$ cat src/rtl/proximity_trigger_zone_defines.svh
// ----------------------------------------------------------------------------
// Proximity trigger zone: assertion macros
// Concurrent checks, removed when NO_ASSERTIONS is set.
// ----------------------------------------------------------------------------
`ifndef PROXIMITY_TRIGGER_ZONE_DEFINES_SVH
`define PROXIMITY_TRIGGER_ZONE_DEFINES_SVH

`ifndef NO_ASSERTIONS

`define PTZ_ASSERT_SAME(lbl, ck, rs, ante, cons) \
  lbl: assert property (@(posedge ck) disable iff (rs) (ante) |-> (cons)) \
    else $error("proximity_trigger_zone: check failed");

`define PTZ_ASSERT_NEXT(lbl, ck, rs, ante, cons) \
  lbl: assert property (@(posedge ck) disable iff (rs) (ante) |=> (cons)) \
    else $error("proximity_trigger_zone: check failed");

`else

`define PTZ_ASSERT_SAME(lbl, ck, rs, ante, cons)

`define PTZ_ASSERT_NEXT(lbl, ck, rs, ante, cons)

`endif

`endif

$ cat src/rtl/ptz_pkg.sv
// ----------------------------------------------------------------------------
// Proximity trigger zone: package
// Widths, register indexes, reset values and shared types.
// ----------------------------------------------------------------------------
package ptz_pkg;

  localparam int COORD_W    = 16;
  localparam int SPEED_W    = 16;
  localparam int DIST_W     = 34;
  localparam int SQ_W       = 32;
  localparam int CFG_IDX_W  = 3;
  localparam int CFG_DATA_W = 34;
  localparam int QUEUE_DEPTH = 8;

  localparam logic [DIST_W-1:0] RELEASE_R2_RST  = DIST_W'(25);
  localparam logic [DIST_W-1:0] TRIGGER_R2_RST  = DIST_W'(9);
  localparam logic [DIST_W-1:0] APPROACH_R2_RST = DIST_W'(36);

  typedef enum logic [CFG_IDX_W-1:0] {
    REG_CENTER_X    = 3'd0,
    REG_CENTER_Y    = 3'd1,
    REG_CENTER_Z    = 3'd2,
    REG_RELEASE_R2  = 3'd3,
    REG_TRIGGER_R2  = 3'd4,
    REG_APPROACH_R2 = 3'd5
  } cfg_reg_t;

  typedef struct packed {
    logic signed [COORD_W-1:0] center_x;
    logic signed [COORD_W-1:0] center_y;
    logic signed [COORD_W-1:0] center_z;
    logic [DIST_W-1:0]         release_r2;
    logic [DIST_W-1:0]         trigger_r2;
    logic [DIST_W-1:0]         approach_r2;
  } cfg_t;

  typedef struct packed {
    logic [DIST_W-1:0]         dist_sq;
    logic signed [SPEED_W-1:0] speed;
    logic                      point_valid;
    logic                      frame_last;
  } entry_t;

endpackage

$ cat src/rtl/ptz_if.sv
// ----------------------------------------------------------------------------
// Proximity trigger zone: channel interfaces
// Point channel and result channel, valid/ready handshake.
// ----------------------------------------------------------------------------
interface ptz_point_if;
  logic                                 valid;
  logic                                 ready;
  logic signed [ptz_pkg::COORD_W-1:0]   point_x;
  logic signed [ptz_pkg::COORD_W-1:0]   point_y;
  logic signed [ptz_pkg::COORD_W-1:0]   point_z;
  logic signed [ptz_pkg::SPEED_W-1:0]   point_speed;
  logic                                 point_valid;
  logic                                 frame_last;

  modport source (output valid, point_x, point_y, point_z, point_speed, point_valid,
                  frame_last, input ready);
  modport sink (input valid, point_x, point_y, point_z, point_speed, point_valid,
                frame_last, output ready);
endinterface

interface ptz_result_if;
  logic                                 valid;
  logic                                 ready;
  logic                                 is_triggered;
  logic                                 is_near;
  logic                                 trigger_changed;
  logic                                 near_changed;
  logic                                 trigger_record_on;
  logic signed [ptz_pkg::SPEED_W-1:0]   trigger_record_speed;
  logic                                 near_record_on;
  logic signed [ptz_pkg::SPEED_W-1:0]   near_record_speed;

  modport source (output valid, is_triggered, is_near, trigger_changed, near_changed,
                  trigger_record_on, trigger_record_speed, near_record_on,
                  near_record_speed, input ready);
  modport sink (input valid, is_triggered, is_near, trigger_changed, near_changed,
                trigger_record_on, trigger_record_speed, near_record_on,
                near_record_speed, output ready);
endinterface

$ cat src/rtl/proximity_trigger_zone.sv
// ----------------------------------------------------------------------------
// Proximity trigger zone
// Three-dimensional proximity button over a stream of tracked points.
// ----------------------------------------------------------------------------
// Points arrive as words on the points channel, one per tracked point, the
// last word of a frame flagged by frame_last (point_valid low marks a word
// that only closes the frame). One result word leaves on the results channel
// for each frame, carrying the press and approach flags, their change flags
// and the latched event records.
// Registers are written through cfg_we, cfg_index and cfg_data, by the user
// only while idle; the block itself does not enforce this.
// Throughput: one point word per cycle while points.ready is high, i.e. while
// queue and pipeline hold fewer than QUEUE_DEPTH words. A closing word passes
// the offset, square and sum registers and the queue to the result register.
// When the results receiver stalls, points keep flowing until the queue and
// the pipeline hold QUEUE_DEPTH words; only a closing word waits at the head.
// Reset clears the flags, records, queue and result register, and loads the
// register defaults (centre at the origin, radii squared of 25, 9 and 36).
// ----------------------------------------------------------------------------
`include "proximity_trigger_zone_defines.svh"

module proximity_trigger_zone #(
  parameter int QUEUE_DEPTH = ptz_pkg::QUEUE_DEPTH
) (
  input  logic                              clk,
  input  logic                              rst,
  ptz_point_if.sink                         points,
  ptz_result_if.source                      results,
  input  logic                              cfg_we,
  input  logic [ptz_pkg::CFG_IDX_W-1:0]     cfg_index,
  input  logic [ptz_pkg::CFG_DATA_W-1:0]    cfg_data
);

  localparam int CNT_W = $clog2(QUEUE_DEPTH + 1);

  ptz_pkg::cfg_t   cfg;
  ptz_pkg::entry_t push_entry, head;
  logic            push, pop, empty;
  logic [1:0]      inflight;
  logic [CNT_W-1:0] q_count;
  logic [CNT_W:0]  occupancy;

  always_ff @(posedge clk) begin
    if (rst) begin
      cfg.center_x    <= '0;
      cfg.center_y    <= '0;
      cfg.center_z    <= '0;
      cfg.release_r2  <= ptz_pkg::RELEASE_R2_RST;
      cfg.trigger_r2  <= ptz_pkg::TRIGGER_R2_RST;
      cfg.approach_r2 <= ptz_pkg::APPROACH_R2_RST;
    end else if (cfg_we) begin
      case (cfg_index)
        ptz_pkg::REG_CENTER_X:    cfg.center_x    <= cfg_data[ptz_pkg::COORD_W-1:0];
        ptz_pkg::REG_CENTER_Y:    cfg.center_y    <= cfg_data[ptz_pkg::COORD_W-1:0];
        ptz_pkg::REG_CENTER_Z:    cfg.center_z    <= cfg_data[ptz_pkg::COORD_W-1:0];
        ptz_pkg::REG_RELEASE_R2:  cfg.release_r2  <= cfg_data[ptz_pkg::DIST_W-1:0];
        ptz_pkg::REG_TRIGGER_R2:  cfg.trigger_r2  <= cfg_data[ptz_pkg::DIST_W-1:0];
        ptz_pkg::REG_APPROACH_R2: cfg.approach_r2 <= cfg_data[ptz_pkg::DIST_W-1:0];
        default: ;
      endcase
    end
  end

  ptz_front #(.DEPTH(QUEUE_DEPTH)) u_front (
    .clk        (clk),
    .rst        (rst),
    .points     (points),
    .cfg        (cfg),
    .q_count    (q_count),
    .inflight   (inflight),
    .push       (push),
    .push_entry (push_entry)
  );

  ptz_queue #(.DEPTH(QUEUE_DEPTH)) u_queue (
    .clk        (clk),
    .rst        (rst),
    .push       (push),
    .push_entry (push_entry),
    .pop        (pop),
    .head       (head),
    .empty      (empty),
    .count      (q_count)
  );

  ptz_back u_back (
    .clk     (clk),
    .rst     (rst),
    .cfg     (cfg),
    .head    (head),
    .empty   (empty),
    .pop     (pop),
    .results (results)
  );

  assign occupancy = (CNT_W+1)'(q_count) + (CNT_W+1)'(inflight);

  `PTZ_ASSERT_SAME(a_queue_room, clk, rst, 1'b1, occupancy <= (CNT_W+1)'(QUEUE_DEPTH))

  `PTZ_ASSERT_SAME(a_press_is_near, clk, rst, results.valid,
                   !results.is_triggered || results.is_near)

  `PTZ_ASSERT_SAME(a_trig_record, clk, rst, results.valid && results.trigger_changed,
                   results.trigger_record_on == results.is_triggered)

  `PTZ_ASSERT_NEXT(a_no_pop_empty, clk, rst, empty && !push, !pop)

endmodule

$ cat src/rtl/ptz_front.sv
// ----------------------------------------------------------------------------
// Proximity trigger zone: front end
// Accepts points and computes the squared distance to the centre in three
// stages: offsets, squares, sum.
// ----------------------------------------------------------------------------
module ptz_front #(
  parameter int DEPTH = ptz_pkg::QUEUE_DEPTH,
  localparam int CNT_W = $clog2(DEPTH + 1)
) (
  input  logic                 clk,
  input  logic                 rst,
  ptz_point_if.sink            points,
  input  ptz_pkg::cfg_t        cfg,
  input  logic [CNT_W-1:0]     q_count,
  output logic [1:0]           inflight,
  output logic                 push,
  output ptz_pkg::entry_t      push_entry
);

  localparam int OFS_W = ptz_pkg::COORD_W + 1;

  logic                              s1_v, s2_v, s3_v;
  logic signed [OFS_W-1:0]           s1_dx, s1_dy, s1_dz;
  logic signed [ptz_pkg::SPEED_W-1:0] s1_speed, s2_speed, s3_speed;
  logic                              s1_pv, s2_pv, s3_pv;
  logic                              s1_last, s2_last, s3_last;
  logic [ptz_pkg::SQ_W-1:0]          s2_sqx, s2_sqy, s2_sqz;
  logic [ptz_pkg::DIST_W-1:0]        s3_d2;
  logic signed [2*OFS_W-1:0]         prod_x, prod_y, prod_z;
  logic [CNT_W:0]                    occ;
  logic                              accept;

  assign inflight = 2'(s1_v) + 2'(s2_v) + 2'(s3_v);
  assign occ      = (CNT_W+1)'(q_count) + (CNT_W+1)'(inflight);
  assign points.ready = occ < (CNT_W+1)'(DEPTH);
  assign accept   = points.valid && points.ready;

  assign prod_x = s1_dx * s1_dx;
  assign prod_y = s1_dy * s1_dy;
  assign prod_z = s1_dz * s1_dz;

  always_ff @(posedge clk) begin
    if (rst) begin
      s1_v <= 1'b0;
      s2_v <= 1'b0;
      s3_v <= 1'b0;
    end else begin
      s1_v <= accept;
      s2_v <= s1_v;
      s3_v <= s2_v;
    end
  end

  always_ff @(posedge clk) begin
    s1_dx    <= {points.point_x[ptz_pkg::COORD_W-1], points.point_x}
              - {cfg.center_x[ptz_pkg::COORD_W-1], cfg.center_x};
    s1_dy    <= {points.point_y[ptz_pkg::COORD_W-1], points.point_y}
              - {cfg.center_y[ptz_pkg::COORD_W-1], cfg.center_y};
    s1_dz    <= {points.point_z[ptz_pkg::COORD_W-1], points.point_z}
              - {cfg.center_z[ptz_pkg::COORD_W-1], cfg.center_z};
    s1_speed <= points.point_speed;
    s1_pv    <= points.point_valid;
    s1_last  <= points.frame_last;

    s2_sqx   <= prod_x[ptz_pkg::SQ_W-1:0];
    s2_sqy   <= prod_y[ptz_pkg::SQ_W-1:0];
    s2_sqz   <= prod_z[ptz_pkg::SQ_W-1:0];
    s2_speed <= s1_speed;
    s2_pv    <= s1_pv;
    s2_last  <= s1_last;

    s3_d2    <= ptz_pkg::DIST_W'(s2_sqx) + ptz_pkg::DIST_W'(s2_sqy)
              + ptz_pkg::DIST_W'(s2_sqz);
    s3_speed <= s2_speed;
    s3_pv    <= s2_pv;
    s3_last  <= s2_last;
  end

  assign push                   = s3_v;
  assign push_entry.dist_sq     = s3_d2;
  assign push_entry.speed       = s3_speed;
  assign push_entry.point_valid = s3_pv;
  assign push_entry.frame_last  = s3_last;

endmodule

$ cat src/rtl/ptz_queue.sv
// ----------------------------------------------------------------------------
// Proximity trigger zone: word queue
// Short first-in first-out store between the front and back ends.
// ----------------------------------------------------------------------------
module ptz_queue #(
  parameter int DEPTH = ptz_pkg::QUEUE_DEPTH,
  localparam int CNT_W = $clog2(DEPTH + 1),
  localparam int PTR_W = (DEPTH > 1) ? $clog2(DEPTH) : 1
) (
  input  logic                 clk,
  input  logic                 rst,
  input  logic                 push,
  input  ptz_pkg::entry_t      push_entry,
  input  logic                 pop,
  output ptz_pkg::entry_t      head,
  output logic                 empty,
  output logic [CNT_W-1:0]     count
);

  ptz_pkg::entry_t  mem [DEPTH];
  logic [PTR_W-1:0] wr_ptr, rd_ptr;

  assign empty = count == '0;
  assign head  = mem[rd_ptr];

  always_ff @(posedge clk) begin
    if (push) begin
      mem[wr_ptr] <= push_entry;
    end
  end

  always_ff @(posedge clk) begin
    if (rst) begin
      wr_ptr <= '0;
      rd_ptr <= '0;
      count  <= '0;
    end else begin
      if (push) begin
        wr_ptr <= (wr_ptr == PTR_W'(DEPTH - 1)) ? '0 : wr_ptr + 1'b1;
      end
      if (pop) begin
        rd_ptr <= (rd_ptr == PTR_W'(DEPTH - 1)) ? '0 : rd_ptr + 1'b1;
      end
      case ({push, pop})
        2'b10:   count <= count + 1'b1;
        2'b01:   count <= count - 1'b1;
        default: count <= count;
      endcase
    end
  end

endmodule

$ cat src/rtl/ptz_back.sv
// ----------------------------------------------------------------------------
// Proximity trigger zone: back end
// Tests distances against the radii, tracks the frame, closes it and holds
// the result word until taken.
// ----------------------------------------------------------------------------
module ptz_back (
  input  logic                 clk,
  input  logic                 rst,
  input  ptz_pkg::cfg_t        cfg,
  input  ptz_pkg::entry_t      head,
  input  logic                 empty,
  output logic                 pop,
  ptz_result_if.source         results
);

  logic                               triggered, near;
  logic                               frame_hit, frame_near;
  logic signed [ptz_pkg::SPEED_W-1:0] frame_speed;
  logic                               trig_rec_on, near_rec_on;
  logic signed [ptz_pkg::SPEED_W-1:0] trig_rec_speed, near_rec_speed;
  logic                               out_valid, out_tchg, out_nchg;

  logic                               test, hit, approach;
  logic [ptz_pkg::DIST_W-1:0]         hit_r2;
  logic                               frame_hit_next, frame_near_next;
  logic signed [ptz_pkg::SPEED_W-1:0] frame_speed_next;
  logic                               tchg, nchg, close;

  assign pop    = !empty && (!head.frame_last || !out_valid || results.ready);
  assign close  = pop && head.frame_last;

  assign hit_r2   = triggered ? cfg.release_r2 : cfg.trigger_r2;
  assign test     = head.point_valid && !frame_hit;
  assign hit      = test && (head.dist_sq < hit_r2);
  assign approach = test && (head.dist_sq < cfg.approach_r2);

  assign frame_hit_next   = frame_hit || hit;
  assign frame_near_next  = frame_near || approach || hit;
  assign frame_speed_next = (hit || approach) ? head.speed : frame_speed;
  assign tchg             = frame_hit_next != triggered;
  assign nchg             = frame_near_next != near;

  always_ff @(posedge clk) begin
    if (rst) begin
      triggered      <= 1'b0;
      near           <= 1'b0;
      frame_hit      <= 1'b0;
      frame_near     <= 1'b0;
      frame_speed    <= '0;
      trig_rec_on    <= 1'b0;
      trig_rec_speed <= '0;
      near_rec_on    <= 1'b0;
      near_rec_speed <= '0;
      out_valid      <= 1'b0;
      out_tchg       <= 1'b0;
      out_nchg       <= 1'b0;
    end else begin
      if (close) begin
        triggered   <= frame_hit_next;
        near        <= frame_near_next;
        frame_hit   <= 1'b0;
        frame_near  <= 1'b0;
        frame_speed <= '0;
        if (tchg) begin
          trig_rec_on    <= frame_hit_next;
          trig_rec_speed <= frame_speed_next;
        end
        if (nchg) begin
          near_rec_on    <= frame_near_next;
          near_rec_speed <= frame_speed_next;
        end
        out_valid <= 1'b1;
        out_tchg  <= tchg;
        out_nchg  <= nchg;
      end else begin
        if (results.ready) begin
          out_valid <= 1'b0;
        end
        if (pop) begin
          frame_hit   <= frame_hit_next;
          frame_near  <= frame_near_next;
          frame_speed <= frame_speed_next;
        end
      end
    end
  end

  assign results.valid                = out_valid;
  assign results.is_triggered         = triggered;
  assign results.is_near              = near;
  assign results.trigger_changed      = out_tchg;
  assign results.near_changed         = out_nchg;
  assign results.trigger_record_on    = trig_rec_on;
  assign results.trigger_record_speed = trig_rec_speed;
  assign results.near_record_on       = near_rec_on;
  assign results.near_record_speed    = near_rec_speed;

endmodule
$ cat src/flat_wrapper.sv
// flat-port wrapper written by rule: the top's interface ports become plain ports
module proximity_trigger_zone_flat 
#(
  parameter int QUEUE_DEPTH = ptz_pkg::QUEUE_DEPTH
)
  (clk, rst, cfg_we, cfg_index, cfg_data, points_valid, points_point_x, points_point_y, points_point_z, points_point_speed, points_point_valid, points_frame_last, points_ready, results_valid, results_is_triggered, results_is_near, results_trigger_changed, results_near_changed, results_trigger_record_on, results_trigger_record_speed, results_near_record_on, results_near_record_speed, results_ready);
  ptz_point_if points_i ();
  ptz_result_if results_i ();
  input  logic clk;
  input  logic rst;
  input  logic cfg_we;
  input  logic [ptz_pkg::CFG_IDX_W-1:0] cfg_index;
  input  logic [ptz_pkg::CFG_DATA_W-1:0] cfg_data;
  input wire logic [$bits(points_i.valid)-1:0] points_valid;
  input wire logic [$bits(points_i.point_x)-1:0] points_point_x;
  input wire logic [$bits(points_i.point_y)-1:0] points_point_y;
  input wire logic [$bits(points_i.point_z)-1:0] points_point_z;
  input wire logic [$bits(points_i.point_speed)-1:0] points_point_speed;
  input wire logic [$bits(points_i.point_valid)-1:0] points_point_valid;
  input wire logic [$bits(points_i.frame_last)-1:0] points_frame_last;
  output wire logic [$bits(points_i.ready)-1:0] points_ready;
  output wire logic [$bits(results_i.valid)-1:0] results_valid;
  output wire logic [$bits(results_i.is_triggered)-1:0] results_is_triggered;
  output wire logic [$bits(results_i.is_near)-1:0] results_is_near;
  output wire logic [$bits(results_i.trigger_changed)-1:0] results_trigger_changed;
  output wire logic [$bits(results_i.near_changed)-1:0] results_near_changed;
  output wire logic [$bits(results_i.trigger_record_on)-1:0] results_trigger_record_on;
  output wire logic [$bits(results_i.trigger_record_speed)-1:0] results_trigger_record_speed;
  output wire logic [$bits(results_i.near_record_on)-1:0] results_near_record_on;
  output wire logic [$bits(results_i.near_record_speed)-1:0] results_near_record_speed;
  input wire logic [$bits(results_i.ready)-1:0] results_ready;
  assign points_i.valid = points_valid;
  assign points_i.point_x = points_point_x;
  assign points_i.point_y = points_point_y;
  assign points_i.point_z = points_point_z;
  assign points_i.point_speed = points_point_speed;
  assign points_i.point_valid = points_point_valid;
  assign points_i.frame_last = points_frame_last;
  assign points_ready = points_i.ready;
  assign results_valid = results_i.valid;
  assign results_is_triggered = results_i.is_triggered;
  assign results_is_near = results_i.is_near;
  assign results_trigger_changed = results_i.trigger_changed;
  assign results_near_changed = results_i.near_changed;
  assign results_trigger_record_on = results_i.trigger_record_on;
  assign results_trigger_record_speed = results_i.trigger_record_speed;
  assign results_near_record_on = results_i.near_record_on;
  assign results_near_record_speed = results_i.near_record_speed;
  assign results_i.ready = results_ready;
  proximity_trigger_zone #(.QUEUE_DEPTH(QUEUE_DEPTH)) u_core (.clk(clk), .rst(rst), .points(points_i), .results(results_i), .cfg_we(cfg_we), .cfg_index(cfg_index), .cfg_data(cfg_data));
endmodule
$ cat config.mk
export PLATFORM = sky130hd
export DESIGN_NAME = proximity_trigger_zone_flat
export DESIGN_NICKNAME = d
export VERILOG_FILES = /design/src/rtl/ptz_pkg.sv /design/src/rtl/ptz_if.sv /design/src/rtl/proximity_trigger_zone.sv /design/src/rtl/ptz_front.sv /design/src/rtl/ptz_queue.sv /design/src/rtl/ptz_back.sv /design/src/flat_wrapper.sv
export VERILOG_INCLUDE_DIRS = /design/src /design/src/rtl
export SDC_FILE = /design/constraint.sdc
export NUM_CORES = 2
export LEC_CHECK = 0
export ABC_AREA = 1
export BUFFER_PORTS_ARGS = -buffer_cell sky130_fd_sc_hd__buf_2
export CAP_MARGIN = 20
export CORE_ASPECT_RATIO = 1.75
export CORE_MARGIN = 5
export CORE_UTILIZATION = 28
export DETAILED_ROUTE_END_ITERATION = 12
export PLACE_DENSITY_LB_ADDON = 0.15
export SYNTH_ARGS = -nofsm -noshare
export SYNTH_HDL_FRONTEND = slang
export SYNTH_SLANG_ARGS = --single-unit
$ cat constraint.sdc
create_clock -name clk -period 7.75 [get_ports clk]
set_input_delay 1.55 -clock clk [delete_from_list [all_inputs] [get_ports clk]]
set_output_delay 1.55 -clock clk [all_outputs]
set_load 0.02 [all_outputs]
==> out/metrics.cfg <==
[outcome]
status=finished clean

[worst_setup_path]
cp_slowest_cell=fa_1
crit_chain=nand2_1, inv_1, fa_1, inv_1, fa_1, inv_1, fa_1, fa_1, fa_1, fa_1, ha_1, nand2_1, nor4_1, nand2_1, o211ai_1, nand2_1, nand2_1, nand2_1, nand2_1, xor2_1
crit_fanout=21
crit_path_start_kind=flop
critPathTopFamily=adder cells
cp-end-kind=flop
worst-path-stages=20
arrival_ns=7.26
reg2regPathDepth=20
critPathBufInv=3
worst-setup-path-type=reg2reg
cpPeakStageDelay_ns=0.92
critPathRequiredTime_ns=8.33
cp_common_cell=nand2_1

[timing]
fin_skew_ns=0.0348
setup_ws_ns=1.07
fin_tns_setup_ns=0
fin_crit_sh_pct=86.1
slew_headroom_pct=27.8
drv_slew=0
setup_viol=0
whs_ns=0.325
rsz0062_at_grt=false
hold_viol=0
fmax_mhz=150
period_minus_slack_ns=6.68
worst_pin_slew_ns=1.08

[cts]
cts_sinks=871
hold_buffers=0
numCtsBuffers=92
cts_setup_buffers=0
cts-root-buf=clkbuf_16
clock_path_buffers=3
cts_tree=built
clk-insertion-delay-late_ns=0.68
cts_resized=0
cts.clk_slew.worst_paths_ns=0.06
cts.htree.levels=3

[finish]
num-fill-cells=23916
drive_above_1_share_pct=5.95
mostFrequentLayoutCells=inv_1, nand2_1, fa_1
multiInputGateArea_mm2=0.0355
synthToLayoutAreaGrowth_pct=11.4
nNetsFinal=8208
seq_area_mm2=0.0216
layout_commonest_cell=inv_1
finish.utilization_pct=31.3

[global_routing]
grt_pass1_wl_mm=303
antenna_found_initial=20
grt_pass1_vias=48304
grt_max_degree=135
grtUsageTotal_pct=16.9
overflow=0

[yosys]
synth_edf_count=416
async_flop_share_pct=0
syn_inst=6842
yosysTopAreaCell=fa_1
yosys_warnings=0
yosysUniqueCellTypes=54
ys_top_cells_by_area=fa_1, edfxtp_1, dfxtp_1, inv_1, ha_1
ys.flop_type=dfxtp_1
netlist.area_leader.share_pct=25.2
synth-seq-cells=871
seq_area_frac_synth_pct=33.8
syn-mean-instance-area_um2=9.34
synth_area_mm2=0.0639

[floorplan]
fp-row-count=232
die_x_um=371
io_pins=148
fp.coreArea_mm2=0.228
chipHeight_um=642
start_util_pct=28.1
dieArea_mm2=0.238

[route]
wirelength_mm=201
via_count=44634
drtIter0Drc=2237
wire_per_inst_um=20.1
detail-route-antenna-nets=0
drcViolationCount=0
drt_pass1_iterations=5
viasPerCell=4.45

[place]
dp_slack_ns=1.08
portBuffers=147
gp_congestion=0.850
dp_hpwl_mm=157

[worst_hold_path]
min_path_type=reg2reg
min_path_cells=0

[job]
drv_cap=0

## layer usage
metal | share of wire, % | up-vias | track usage, %
li1 | - | 21246 | -
met1 | 35 | 22426 | 17.7
met2 | 58 | 720 | 35.2
met3 | 3.4 | 240 | 1.24
met4 | 3.2 | 2 | 4.86
met5 | 0.0055 | - | 0
## cells by family (layout without fill, tap and decap cells)
kind of cell | Yosys count | in the layout | share of synthesized area, %
buffers and inverters | 1787 | 1917 | 10.7
other | 1 | 18 | 0.00587
AO/OA/AOI/OAI | 1069 | 1069 | 9.02
XOR/XNOR | 219 | 219 | 3.00
flip-flops | 871 | 871 | 33.8
adder cells (fa/ha/maj) | 1203 | 1203 | 33.0
multiplexers | 2 | 2 | 0.0313
AND/OR/NAND/NOR | 1690 | 1690 | 10.4
## worst paths after layout
check	startpoint	to	slack (ns)
worst max-delay path	u_core.u_front.s1_dx[16]	u_core.u_front.s2_sqx[29]	1.07
worst min-delay path	u_core.u_front.s2_speed[9]	u_core.u_front.s3_speed[9]	0.32
worst min register to register	u_core.u_front.s2_speed[9]	u_core.u_front.s3_speed[9]	0.32
worst max register to register	u_core.u_front.s1_dx[16]	u_core.u_front.s2_sqx[29]	1.07
## per-stage QoR
step | area, um2 | std cells
2_1_floorplan | 63900 | 6844
3_3_place_gp | 68000 | 9842
3_5_place_dp | 68000 | 9844
4_1_cts | 71200 | 10015
5_1_grt | 71200 | 10019
6_report | 71200 | 10031
## state kept, by name (all words and copies together), names as in the netlist, 3 cells and up, named ones only
register	flops
u_core.u_queue.wr_ptr	3
u_core.u_front.s2_sqx	31
u_core.u_front.s1_dz	17
u_core.u_queue.rd_ptr	3
u_core.u_front.s1_dy	17
u_core.u_front.s1_speed	16
u_core.cfg	150
u_core.u_back.results.trigger_record_speed	16
u_core.u_queue.count	4
u_core.u_front.s2_speed	16
u_core.u_back.results.near_record_speed	16
u_core.u_front.s3_d2	34
u_core.u_front.s3_speed	16
u_core.u_front.s1_dx	17
u_core.u_back.frame_speed	16
u_core.u_front.s2_sqy	31
u_core.u_queue.mem	416
u_core.u_front.s2_sqz	31
## area by class of cell
cell class	instances	share of cell area, %
diodes	15	0.0527
clock buffers	122	3.62
clock inverters	49	0.799
inverters	1525	8.05
multi-input cells	4186	49.9
flip-flops and latches	871	30.3
well taps	3042	5.34
repair buffers	221	1.88
## synth_stat cells (9+ instances only)
| cell type | n |
|---|---|
| o21ai_0 | 481 |
| nor2_1 | 610 |
| inv_1 | 1520 |
| o221ai_1 | 32 |
| ha_1 | 397 |
| nand3_1 | 58 |
| edfxtp_1 | 416 |
| nand4_1 | 18 |
| buf_2 | 21 |
| or2_2 | 13 |
| nor3_1 | 17 |
| nand2_1 | 936 |
| buf_1 | 13 |
| xnor2_1 | 76 |
| fa_1 | 806 |
| a21oi_1 | 348 |
| dfxtp_1 | 455 |
| o21bai_1 | 9 |
| o22ai_1 | 34 |
| and2_1 | 16 |
| o21ai_1 | 63 |
| buf_6 | 9 |
| clkbuf_1 | 211 |
| a21o_1 | 18 |
| xor2_1 | 143 |
| a31oi_1 | 39 |
Power is left out: the tool's default activity adds up to more than one toggle a clock period on the data nets, which glitch-free logic cannot reach.
